**src/rtl/tpeq_pkg.sv**
```systemverilog
// tpeq_pkg: shared types and constants for the timed priority event queue
// entry layout, cell operation codes and result status codes
// no dependencies
package tpeq_pkg;

    localparam int TIME_W = 18;
    localparam logic [TIME_W-1:0] TIME_MIN = {1'b1, {(TIME_W-1){1'b0}}};

    // result status codes
    localparam logic [2:0] STAT_ACCEPTED   = 3'd0;
    localparam logic [2:0] STAT_FULL       = 3'd1;
    localparam logic [2:0] STAT_EMPTY      = 3'd2;
    localparam logic [2:0] STAT_WAITING    = 3'd3;
    localparam logic [2:0] STAT_DISPATCHED = 3'd4;

    // register indexes on the configuration port
    localparam logic CFG_NODE_MASK  = 1'b0;
    localparam logic CFG_STEP_TICKS = 1'b1;

    // one queue entry: signed remaining delay and the message
    typedef struct packed {
        logic [TIME_W-1:0] ticks;
        logic [10:0]       command;
        logic [5:0]        source;
        logic [5:0]        target;
        logic [31:0]       payload;
    } entry_t;

    typedef enum logic [2:0] {
        OP_HOLD,
        OP_CMP,
        OP_INSERT,
        OP_SHIFT,
        OP_SUB
    } cell_op_t;

    // broadcast to every cell of the chain
    typedef struct packed {
        cell_op_t    op;
        logic [15:0] amount;
        entry_t      fresh;
    } cell_ctrl_t;

endpackage

```
**src/rtl/timed_priority_event_queue.sv**
```systemverilog
// timed_priority_event_queue: top level, sequencer and output register
// instantiates a chain of tpeq_cell slots
// depends on tpeq_pkg and tpeq_cell
//
// Delay-ordered queue of bus messages held in a chain of QUEUE_DEPTH cells, the
// head in cell 0. Each request arrives on the s_ side; func in s_tuser selects
// enqueue (0) or service (1), and exactly one result leaves on the m_ side with
// its status in m_tuser. An enqueue passes from acceptance through a compare step
// in which every cell compares its entry with the new one, the insertion shift,
// a step that hands the result to the output register and the idle state in
// which the next request is taken. An enqueue refused because the queue is full
// skips the compare and the shift. A service costs one shift of the chain for
// every popped head, and a dispatch costs one more for the final subtraction
// over all cells. A finished result waits in the output register while the
// next request is accepted; a result that finds the output register still
// occupied holds the sequencer until the result side takes the earlier one.
// Configuration writes are taken at any time but belong to idle periods.
module timed_priority_event_queue
    import tpeq_pkg::*;
#(
    parameter int QUEUE_DEPTH = 16,
    parameter int NODE_SLOTS  = 64
)
(
    input  logic        clk,
    input  logic        rst_n,
    // request channel
    input  logic        s_tvalid,
    output logic        s_tready,
    // delay[15:0], command[26:16], source_node[32:27], target_node[38:33],
    // payload[70:39], zero fill [71]
    input  logic [71:0] s_tdata,
    // func
    input  logic        s_tuser,
    // result channel
    output logic        m_tvalid,
    input  logic        m_tready,
    // sleep_ticks[15:0], out_command[26:16], out_source[32:27],
    // out_target[38:33], out_payload[70:39], dropped_count[75:71], zero fill
    output logic [79:0] m_tdata,
    // status
    output logic [2:0]  m_tuser,
    // configuration write port
    input  logic        cfg_we,
    input  logic        cfg_index,
    input  logic [63:0] cfg_data
);

    localparam int CNT_W = $clog2(QUEUE_DEPTH + 1);

    typedef enum logic [2:0] {
        S_IDLE,
        S_CMP,
        S_INS,
        S_SRV,
        S_SUB,
        S_DONE
    } state_t;

    state_t        state_reg;
    logic [CNT_W-1:0] count_reg;
    logic          func_reg;
    entry_t        req_reg;
    logic [63:0]   mask_reg;
    logic [7:0]    step_reg;
    logic [4:0]    dropped_reg;
    // pending result
    logic [2:0]    res_status_reg;
    logic [15:0]   res_sleep_reg;
    entry_t        res_msg_reg;
    // output register
    logic          m_tvalid_reg;
    logic [79:0]   m_tdata_reg;
    logic [2:0]    m_tuser_reg;

    cell_ctrl_t    ctrl;
    entry_t        cells [QUEUE_DEPTH];
    logic [QUEUE_DEPTH:0] ins_chain;

    entry_t        head;
    logic          head_pending;   // head delay still positive
    logic          queue_full;
    logic          queue_empty;
    logic          tgt_in_range;
    logic          tgt_present;

    // ---------------------------------------------------------------
    // head of queue and node lookup
    // ---------------------------------------------------------------
    assign head         = cells[0];
    assign head_pending = !head.ticks[TIME_W-1] && (head.ticks != '0);
    assign queue_full   = (count_reg == CNT_W'(QUEUE_DEPTH));
    assign queue_empty  = (count_reg == '0);
    assign tgt_in_range = ({1'b0, head.target} < 7'(NODE_SLOTS));
    assign tgt_present  = tgt_in_range && mask_reg[head.target];

    // ---------------------------------------------------------------
    // command broadcast to the chain
    // ---------------------------------------------------------------
    always_comb
    begin
        ctrl.op     = OP_HOLD;
        ctrl.amount = '0;
        ctrl.fresh  = req_reg;
        case (state_reg)
            S_CMP: ctrl.op = OP_CMP;
            S_INS: ctrl.op = OP_INSERT;
            S_SRV:
            begin
                if (!queue_empty)
                begin
                    if (head_pending)
                    begin
                        // head delay fits 16 bits while positive
                        ctrl.op     = OP_SUB;
                        ctrl.amount = head.ticks[15:0];
                    end
                    else
                        ctrl.op = OP_SHIFT;
                end
            end
            S_SUB:
            begin
                ctrl.op     = OP_SUB;
                ctrl.amount = {8'd0, step_reg};
            end
            default: ctrl.op = OP_HOLD;
        endcase
    end

    // ---------------------------------------------------------------
    // chain of cells: insertion flag ripples from the head downwards
    // ---------------------------------------------------------------
    assign ins_chain[0] = 1'b0;

    for (genvar i = 0; i < QUEUE_DEPTH; i++)
    begin : g_cell
        entry_t left_e;
        entry_t right_e;

        if (i == 0)
        begin : g_first
            assign left_e = req_reg;
        end
        else
        begin : g_mid
            assign left_e = cells[i-1];
        end

        if (i == QUEUE_DEPTH - 1)
        begin : g_last
            assign right_e = cells[i];
        end
        else
        begin : g_inner
            assign right_e = cells[i+1];
        end

        tpeq_cell u_cell (
            .clk      (clk),
            .rst_n    (rst_n),
            .ctrl     (ctrl),
            .occupied (CNT_W'(i) < count_reg),
            .left     (left_e),
            .right    (right_e),
            .ins_in   (ins_chain[i]),
            .ins_out  (ins_chain[i+1]),
            .entry    (cells[i])
        );
    end

    // ---------------------------------------------------------------
    // sequencer, configuration and output register
    // ---------------------------------------------------------------
    assign s_tready = (state_reg == S_IDLE);

    always_ff @(posedge clk or negedge rst_n)
    begin
        if (!rst_n)
        begin
            state_reg      <= S_IDLE;
            count_reg      <= '0;
            func_reg       <= 1'b0;
            req_reg        <= '0;
            mask_reg       <= '0;
            step_reg       <= 8'd1;
            dropped_reg    <= '0;
            res_status_reg <= STAT_ACCEPTED;
            res_sleep_reg  <= '0;
            res_msg_reg    <= '0;
            m_tvalid_reg   <= 1'b0;
            m_tdata_reg    <= '0;
            m_tuser_reg    <= STAT_ACCEPTED;
        end
        else
        begin
            if (cfg_we)
            begin
                case (cfg_index)
                    CFG_NODE_MASK:  mask_reg <= cfg_data;
                    CFG_STEP_TICKS: step_reg <= cfg_data[7:0];
                    default:        mask_reg <= mask_reg;
                endcase
            end

            // result taken; in the final step a waiting result reloads it instead
            if (m_tvalid_reg && m_tready && (state_reg != S_DONE))
                m_tvalid_reg <= 1'b0;

            case (state_reg)
                S_IDLE:
                begin
                    if (s_tvalid)
                    begin
                        func_reg          <= s_tuser;
                        req_reg.ticks     <= {2'b00, s_tdata[15:0]};
                        req_reg.command   <= s_tdata[26:16];
                        req_reg.source    <= s_tdata[32:27];
                        req_reg.target    <= s_tdata[38:33];
                        req_reg.payload   <= s_tdata[70:39];
                        dropped_reg       <= '0;
                        res_sleep_reg     <= '0;
                        res_msg_reg       <= '0;
                        res_status_reg    <= STAT_ACCEPTED;
                        if (s_tuser)
                            state_reg <= S_SRV;
                        else if (queue_full)
                        begin
                            res_status_reg <= STAT_FULL;
                            state_reg      <= S_DONE;
                        end
                        else
                            state_reg <= S_CMP;
                    end
                end
                S_CMP: state_reg <= S_INS;
                S_INS:
                begin
                    count_reg      <= count_reg + 1'b1;
                    res_status_reg <= STAT_ACCEPTED;
                    state_reg      <= S_DONE;
                end
                S_SRV:
                begin
                    if (queue_empty)
                    begin
                        res_status_reg <= STAT_EMPTY;
                        res_sleep_reg  <= 16'd1;
                        state_reg      <= S_DONE;
                    end
                    else if (head_pending)
                    begin
                        res_status_reg <= STAT_WAITING;
                        res_sleep_reg  <= head.ticks[15:0];
                        state_reg      <= S_DONE;
                    end
                    else
                    begin
                        // head is due: pop it, dispatch or drop
                        count_reg <= count_reg - 1'b1;
                        if (tgt_present)
                        begin
                            res_status_reg <= STAT_DISPATCHED;
                            res_sleep_reg  <= {8'd0, step_reg};
                            res_msg_reg    <= head;
                            state_reg      <= S_SUB;
                        end
                        else
                            dropped_reg <= dropped_reg + 1'b1;
                    end
                end
                S_SUB: state_reg <= S_DONE;
                S_DONE:
                begin
                    if (!m_tvalid_reg || m_tready)
                    begin
                        m_tvalid_reg <= 1'b1;
                        m_tuser_reg  <= res_status_reg;
                        if (func_reg)
                            m_tdata_reg <= {4'd0, dropped_reg, res_msg_reg.payload,
                                            res_msg_reg.target, res_msg_reg.source,
                                            res_msg_reg.command, res_sleep_reg};
                        else
                            m_tdata_reg <= '0;
                        state_reg <= S_IDLE;
                    end
                end
                default: state_reg <= S_IDLE;
            endcase
        end
    end

    assign m_tvalid = m_tvalid_reg;
    assign m_tdata  = m_tdata_reg;
    assign m_tuser  = m_tuser_reg;

`ifndef SYNTHESIS
    a_count_bound: assert property (@(posedge clk) disable iff (!rst_n)
        count_reg <= CNT_W'(QUEUE_DEPTH))
        else $error("entry count beyond queue depth");

    a_insert_grows: assert property (@(posedge clk) disable iff (!rst_n)
        (state_reg == S_INS) |=> (count_reg == $past(count_reg) + 1'b1))
        else $error("insertion did not add one entry");

    a_pop_shrinks: assert property (@(posedge clk) disable iff (!rst_n)
        (state_reg == S_SRV && !queue_empty && !head_pending)
        |=> (count_reg == $past(count_reg) - 1'b1))
        else $error("pop of a due head did not remove one entry");

    a_full_no_insert: assert property (@(posedge clk) disable iff (!rst_n)
        (s_tvalid && s_tready && !s_tuser && queue_full) |=> (state_reg == S_DONE))
        else $error("enqueue into a full queue went on to insert");
`endif

endmodule

```
**src/rtl/tpeq_cell.sv**
```systemverilog
// tpeq_cell: one slot of the sorted entry chain
// compares against a new request, shifts to either neighbour, subtracts a delay
// depends on tpeq_pkg
module tpeq_cell
    import tpeq_pkg::*;
(
    input  logic       clk,
    input  logic       rst_n,
    input  cell_ctrl_t ctrl,
    input  logic       occupied,
    input  entry_t     left,
    input  entry_t     right,
    input  logic       ins_in,
    output logic       ins_out,
    output entry_t     entry
);

    entry_t            entry_reg;
    entry_t            entry_next;
    logic              pred_reg;
    logic              pred_next;
    logic [TIME_W-1:0] clamped;
    logic [TIME_W:0]   diff;
    logic [TIME_W-1:0] sub_val;

    // negative delays compare as zero
    always_comb
    begin
        clamped   = entry_reg.ticks[TIME_W-1] ? '0 : entry_reg.ticks;
        pred_next = !occupied
                    || (ctrl.fresh.ticks < clamped)
                    || ((ctrl.fresh.ticks == clamped)
                        && (ctrl.fresh.command < entry_reg.command));
    end

    // saturating subtract at the negative bound
    always_comb
    begin
        diff    = {entry_reg.ticks[TIME_W-1], entry_reg.ticks}
                  - {{(TIME_W+1-16){1'b0}}, ctrl.amount};
        sub_val = (diff[TIME_W] != diff[TIME_W-1]) ? TIME_MIN : diff[TIME_W-1:0];
    end

    always_comb
    begin
        entry_next = entry_reg;
        case (ctrl.op)
            OP_INSERT:
            begin
                if (ins_in)
                    entry_next = left;
                else if (pred_reg)
                    entry_next = ctrl.fresh;
            end
            OP_SHIFT: entry_next = right;
            OP_SUB:   entry_next.ticks = sub_val;
            default:  entry_next = entry_reg;
        endcase
    end

    always_ff @(posedge clk or negedge rst_n)
    begin
        if (!rst_n)
            pred_reg <= 1'b0;
        else if (ctrl.op == OP_CMP)
            pred_reg <= pred_next;
    end

    always_ff @(posedge clk)
    begin
        entry_reg <= entry_next;
    end

    assign ins_out = ins_in | pred_reg;
    assign entry   = entry_reg;

endmodule
```
**config.mk**
```make
export PLATFORM = sky130hd
export DESIGN_NAME = timed_priority_event_queue
export DESIGN_NICKNAME = d
export VERILOG_FILES = /design/src/rtl/tpeq_pkg.sv /design/src/rtl/timed_priority_event_queue.sv /design/src/rtl/tpeq_cell.sv
export SDC_FILE = /design/constraint.sdc
export NUM_CORES = 2
export LEC_CHECK = 0
export BUFFER_PORTS_ARGS = -buffer_cell sky130_fd_sc_hd__buf_2
export CORE_MARGIN = 2
export CORE_UTILIZATION = 61
export CTS_CLUSTER_SIZE = 12
export DETAILED_ROUTE_END_ITERATION = 8
export PLACE_DENSITY = 0.74
export REMOVE_ABC_BUFFERS = 1
export SKIP_LAST_GASP = 1
export SLEW_MARGIN = 25
export SYNTH_ARGS = -nofsm -noshare
export SYNTH_HDL_FRONTEND = slang
export SYNTH_SLANG_ARGS = --single-unit
```
**constraint.sdc**
```tcl
create_clock -name clk -period 17.6 [get_ports clk]
set_clock_uncertainty 0.2 [all_clocks]
set_input_delay 3.52 -clock clk [delete_from_list [all_inputs] [get_ports clk]]
set_output_delay 3.52 -clock clk [all_outputs]
set_load 0.01 [all_outputs]
```
Word level (Yosys, flattened, before mapping) --
Cells that the tools add are included. W data, S select, Z words.
Cells by class: reductions and logical operators 123, bitwise operators 15, add/sub/neg operators 19, equal/unequal tests 66, muxes and demuxes 137, $lt $le $gt $ge 49
Operator list (count):
- $mux W73 | 31
- $pmux W55 S2 | 16
- $pmux W18 S3 | 15
- $sub A18 B17 Y19 | 16
- $eq A16 B18 Y1 | 16
- $lt A16 B18 Y1 | 16
- $mux W18 | 16
- $mux W17 | 16
- $mux W55 | 4
- $lt A11 B11 Y1 | 16
- $mux W16 | 5
- $mux W76 | 1
- $reduce_and A2 Y1 | 36
- $pmux W16 S2 | 2
- $ne A3 B1 Y1 const B | 15
- $lt A4 B5 Y1 const A | 8
- $pmux W18 S2 | 1
- $logic_or A1 B1 Y1 | 33
- $mux W3 | 11
- $mux W5 | 6
- $lt A3 B5 Y1 const A | 4
- $pmux W5 S2 | 2
- $logic_and A1 B1 Y1 | 19
- $mux W19 | 1
- 30 further kinds | 103
Storage, ports and cells: logic and storage cells 525, register bits after elaboration 1499, bits of input ports 143, output and inout port bits 85

Logic depth before layout (Yosys ltp) --
word-level depth 16, mapped depth 24

Modules after synthesis --
A second synthesis with hierarchy kept.
Unflattened totals: cells, all modules 10367, area, all modules 100410.1 sq um
By module, submodules not included:
- tpeq_cell at g_cell[0].u_cell ... | area each 5436.5 sq um, instances 8, cells each 567
- tpeq_cell at g_cell[3].u_cell ... | area each 5430.2 sq um, instances 3, cells each 562
- timed_priority_event_queue | area each 13260.2 sq um, instances 1, cells each 1329
- tpeq_cell at g_cell[7].u_cell ... | area each 5397.7 sq um, instances 2, cells each 550
- tpeq_cell at g_cell[9].u_cell | area each 5704.2 sq um, instances 1, cells each 589
- tpeq_cell at g_cell[11].u_cell | area each 5437.7 sq um, instances 1, cells each 564
- tpeq_cell at g_cell[6].u_cell | area each 5430.2 sq um, instances 1, cells each 563

Worst setup path before layout --
No wires, ideal clock.
path type reg2reg, start point register g_cell[0].u_cell.entry_reg (netlist bit g_cell[0].u_cell.entry[68]), end point register g_cell[3].u_cell.entry_reg (netlist bit g_cell[3].u_cell.entry[59]) (data pin), period minus slack after synthesis 6.629 ns, slack 10.971 ns, setup time 0.132 ns, stages on the path, launching flop included 20, arrival 6.297 ns, data required time 17.268 ns, cell sequence edfxtp_1 -> or4_1 -> nor3_1 -> a31o_2 -> clkbuf_1 -> nor2_1 -> a22oi_1 -> inv_1 -> fa_1 -> nand2b_1 -> a21o_1 -> a31o_2 -> o21ai_0 -> a211o_1 -> a21oi_1 -> a21oi_1 -> ha_1 -> nor2_1 -> clkbuf_1 -> a221o_1
RTL lines:
- start, declared | line tpeq_cell.sv:18 | entry_t entry_reg;
- start signal, assigned | line tpeq_cell.sv:71 | entry_reg <= entry_next;
- end signal, assigned | line tpeq_cell.sv:71
- end, declared | line tpeq_cell.sv:18

==> flow_summary.ini <==
[outcome]
outcome = completed

[synthesis]
syn-mean-instance-area_sq_um = 9.79
library_cell_with_the_largest_summed_area_after_synthesis = edfxtp_1
synth-seq-area-share = 0.452
synth_edf_count = 1168
synthFlopType = edfxtp_1
post_synthesis_instance_area_sq_mm = 0.0958
synth-async-reset-ratio = 0.219
yosysUniqueCellTypes = 87
post_synth_main_area_contributors = edfxtp_1 37%, ha_1 9.2%, mux2i_1 9.0%, dfrtp_1 8.5%, nand2_1 7.6%
cell_types_with_the_highest_counts_after_synthesis = 1927 x nand2_1, 1168 x edfxtp_1, 1151 x o21ai_0
syn-instance-count = 9790
synth_most_common_cell = nand2_1
yosys_warnings = 0
yosys_register_bits = 1495
synth_largest_type_area_fraction = 0.366

[route]
finalWirelength_microns = 286000
post_drt_wl_per_cell_microns = 24.1
dr.first_iter.drc_count = 8349
drc = 0
number_of_antenna_violating_nets_in_the_routed_design = 0
avgViaCountPerCell = 6.49
firstDrtPassIters = 9
route.vias.total = 77000

[global_routing]
grt_usage = 0.349
grt_pass1_wl_microns = 438000
maximum_number_of_pins_on_one_net_before_global_route_repair = 319
grt_overflow = 0
antenna_found_initial = 2
first_global_vias = 74200

[critical_path]
worst_ep_required_time_ps = 17940
crit_chain = nand3b_1 > or2_2 > nor2_1 > buf_4 > a22oi_2 > buf_4 > fa_1 > a211o_1 > a2111oi_0 > o311ai_1 > o311a_1 > or4_1 > a31oi_1 > a21oi_1 > ha_1 > nand2b_1 > o21ai_0
rr_startpoint = state_reg[0]
r2r_cells = 17
critical_path_class = flop to flop
worst_path_max_delay_cell = nand3b_1
cp_slowest_stage_delay_ps = 700
endpoint_kind_of_the_worst_setup_timing_path = flop
path_common_cell = buf_4
critPathTopFamily = simple AND/OR/NAND/NOR gates
count_of_buffer_and_inverter_cells_on_the_critical_path = 2
rr_endpoint = g_cell[7].u_cell.entry[63]
ff_to_ff_setup_slack_ps = 9770
worst_ep_arrival_time_ps = 8170
startpoint_type = flop
critPathMaxFanout = 27

[hold_path]
hold_depth = 2
hold-path-endpoint = m_tdata[33]
min-delay-start = m_tdata[33]
hold_class = flop to flop

[clocking]
postCtsHoldBufs = 0
cts-root-buf = clkbuf_16
postCtsSetupRepairBufs = 0
ctsResizeCount = 0
clock_net_sink_count = 1495
worst_skew_pair.late_latency_ps = 840
cts_htree_levels = 4
tritoncts.num_buffers = 166
clock_path_buffers = 3
clk_transition_reported_paths_ps = 60
tritoncts = done

[final_layout]
drive_gt1_frac = 0.0883
flip_flop_count_of_the_largest_register_after_layout = 1168
n_fill_cell = 12200
design.final.nets = 10500
area.growth.synth_to_final_pct = 8.63
finish.instance_area_sq_mm = 0.104

[power_and_ir_drop]
power_density_mw_per_mm2 = 207
sw_frac_of_total = 0.444
vdd_ir_drop_max_mv = 0.127
p_switching_mw = 9.58
power.leakage_nw = 45.1
clock_power_share = 0.163
p_int_mw = 12.0
power.share.sequential = 0.349
final_total_pwr_mw = 21.6
power.share.combinational = 0.488

[sta]
max_clock_freq_mhz = 128
rsz0062_at_grt = false
final_period_minus_worst_setup_slack_ps = 7830
max_slew.worst_pin.slew_ps = 1120
setup-violations-final = 0
finalSetupTns_ps = 0
post-route-period-util = 0.445
finalHoldViolations = 0
timing.final.max_slew_violations = 0
maxSlewHeadroom = 0.257

[floorplanning]
core_area_sq_mm = 0.156
die_area_sq_mm = 0.160
ios = 228
num_rows = 145
die_span_in_x_microns = 400
die-height_microns = 400
start_util = 0.614

[placement]
detailed_place.area_sq_mm = 0.0985
count_of_input_and_output_buffers = 222
place.detailed.hpwl_microns = 187000
gp_congestion = 0.951

[job]
max_capacitance_violation_count = 0
[worst max path at each step]
stage	cells past startpoint	to	slack, ps	startpoint
after global placement	17	g_cell[7].u_cell.entry[59]	10090	state_reg[0]
after detailed placement	17	g_cell[7].u_cell.entry[63]	9900	state_reg[0]
final	17	g_cell[7].u_cell.entry[63]	9770	state_reg[0]
after floorplan	6	g_cell[10].u_cell.entry[0]	-54300	g_cell[0].u_cell.entry[68]
after CTS	17	g_cell[7].u_cell.entry[63]	9870	state_reg[0]
after global routing	17	g_cell[7].u_cell.entry[70]	9350	state_reg[0]
[tightest hold or removal path: stages (launching register included)]
cell	delay, ps
dfrtp_1	340
nand2_1	50
nand2_1	50
[kinds of logic (layout without fill, tap and decap cells)]
kind of cell | Yosys count | in the layout | share of synthesized area
and+or+nand+nor | 2982 | 2982 | 0.135
buffers and inverters | 932 | 950 | 0.0377
adders and majority gates | 722 | 722 | 0.0956
AOI/OAI and AO/OA | 2407 | 2407 | 0.147
other | 1 | 5 | 0.0000391
DFF | 1495 | 1495 | 0.452
xor gates and xnor gates | 226 | 226 | 0.0207
muxes | 1025 | 1025 | 0.112
[stage by stage]
| step | utilization | worst slack (ps) | hold WS, ps | instances |
|---|---|---|---|---|
| 3_3_place_gp | 0.631 | 10090 | 246 | 11600 |
| 3_5_place_dp | 0.632 | 9900 | 251 | 11600 |
| 4_1_cts | 0.666 | 9870 | 263 | 11900 |
| 5_1_grt | 0.667 | 9350 | 279 | 11900 |
| 2_1_floorplan | - | -54300 | 232 | 9123 |
| 6_report | 0.667 | 9770 | 261 | 11900 |
[power groups by stage]
| stage | clock network [mW] | logic (mW) | registers (mW) |
|---|---|---|---|
| final | 3.51 | 10.5 | 7.54 |
| after global routing | 3.68 | 11.6 | 7.70 |
| after CTS | 3.54 | 10.3 | 7.49 |
| after detailed placement | 0 | 10.2 | 7.54 |
| after global placement | 0 | 9.86 | 7.49 |
| after floorplan | 0 | 7.91 | 7.34 |
[cell type report]
type,instances,area (sq um),area share
Antenna cell,1,2.50,0.0000240
Inverter,262,983,0.00945
Tap cell,2058,2570,0.0247
Sequential cell,1495,43300,0.416
Timing Repair Buffer,382,2480,0.0238
Clock inverter,55,671,0.00644
Multi-Input combinational cell,7366,49400,0.474
Clock buffer,251,4740,0.0455
[placed cells by master, fill, tap and decap left out, drive strengths merged, types with 21 or more instances in the layout]
| cell type | instances |
|---|---|
| nand2 | 1929 |
| o21ai | 1191 |
| edfxtp | 1168 |
| mux2i | 860 |
| ha | 706 |
| a21oi | 535 |
| buf | 382 |
| dfrtp | 326 |
| nor2 | 280 |
| nand2b | 274 |
| inv | 263 |
| clkbuf | 251 |
| nand3 | 164 |
| mux2 | 144 |
| xnor2 | 127 |
| a21o | 120 |
| xor2 | 99 |
| nor3 | 85 |
| nor2b | 61 |
| a211oi | 59 |
| o21a | 54 |
| o221ai | 53 |
| a221o | 50 |
| nand4 | 45 |
| clkinv | 45 |
| a31oi | 41 |
| o211ai | 39 |
| o31ai | 29 |
| and3 | 29 |
| or3 | 28 |
| a32oi | 27 |
| o21bai | 27 |
| a22oi | 24 |
| nand4b | 22 |
| mux4 | 21 |
[routing by layer]
layer / track usage / wire length [microns] / vias to the layer above
met1: 0.483 / 118000 / 37600
met5: 0 / 0 / -
met4: 0.134 / 12200 / 0
li1: - / - / 35200
met3: 0.0600 / 26500 / 683
met2: 0.549 / 129000 / 3565
No activity file was read; power rests on OpenSTA's default activity.
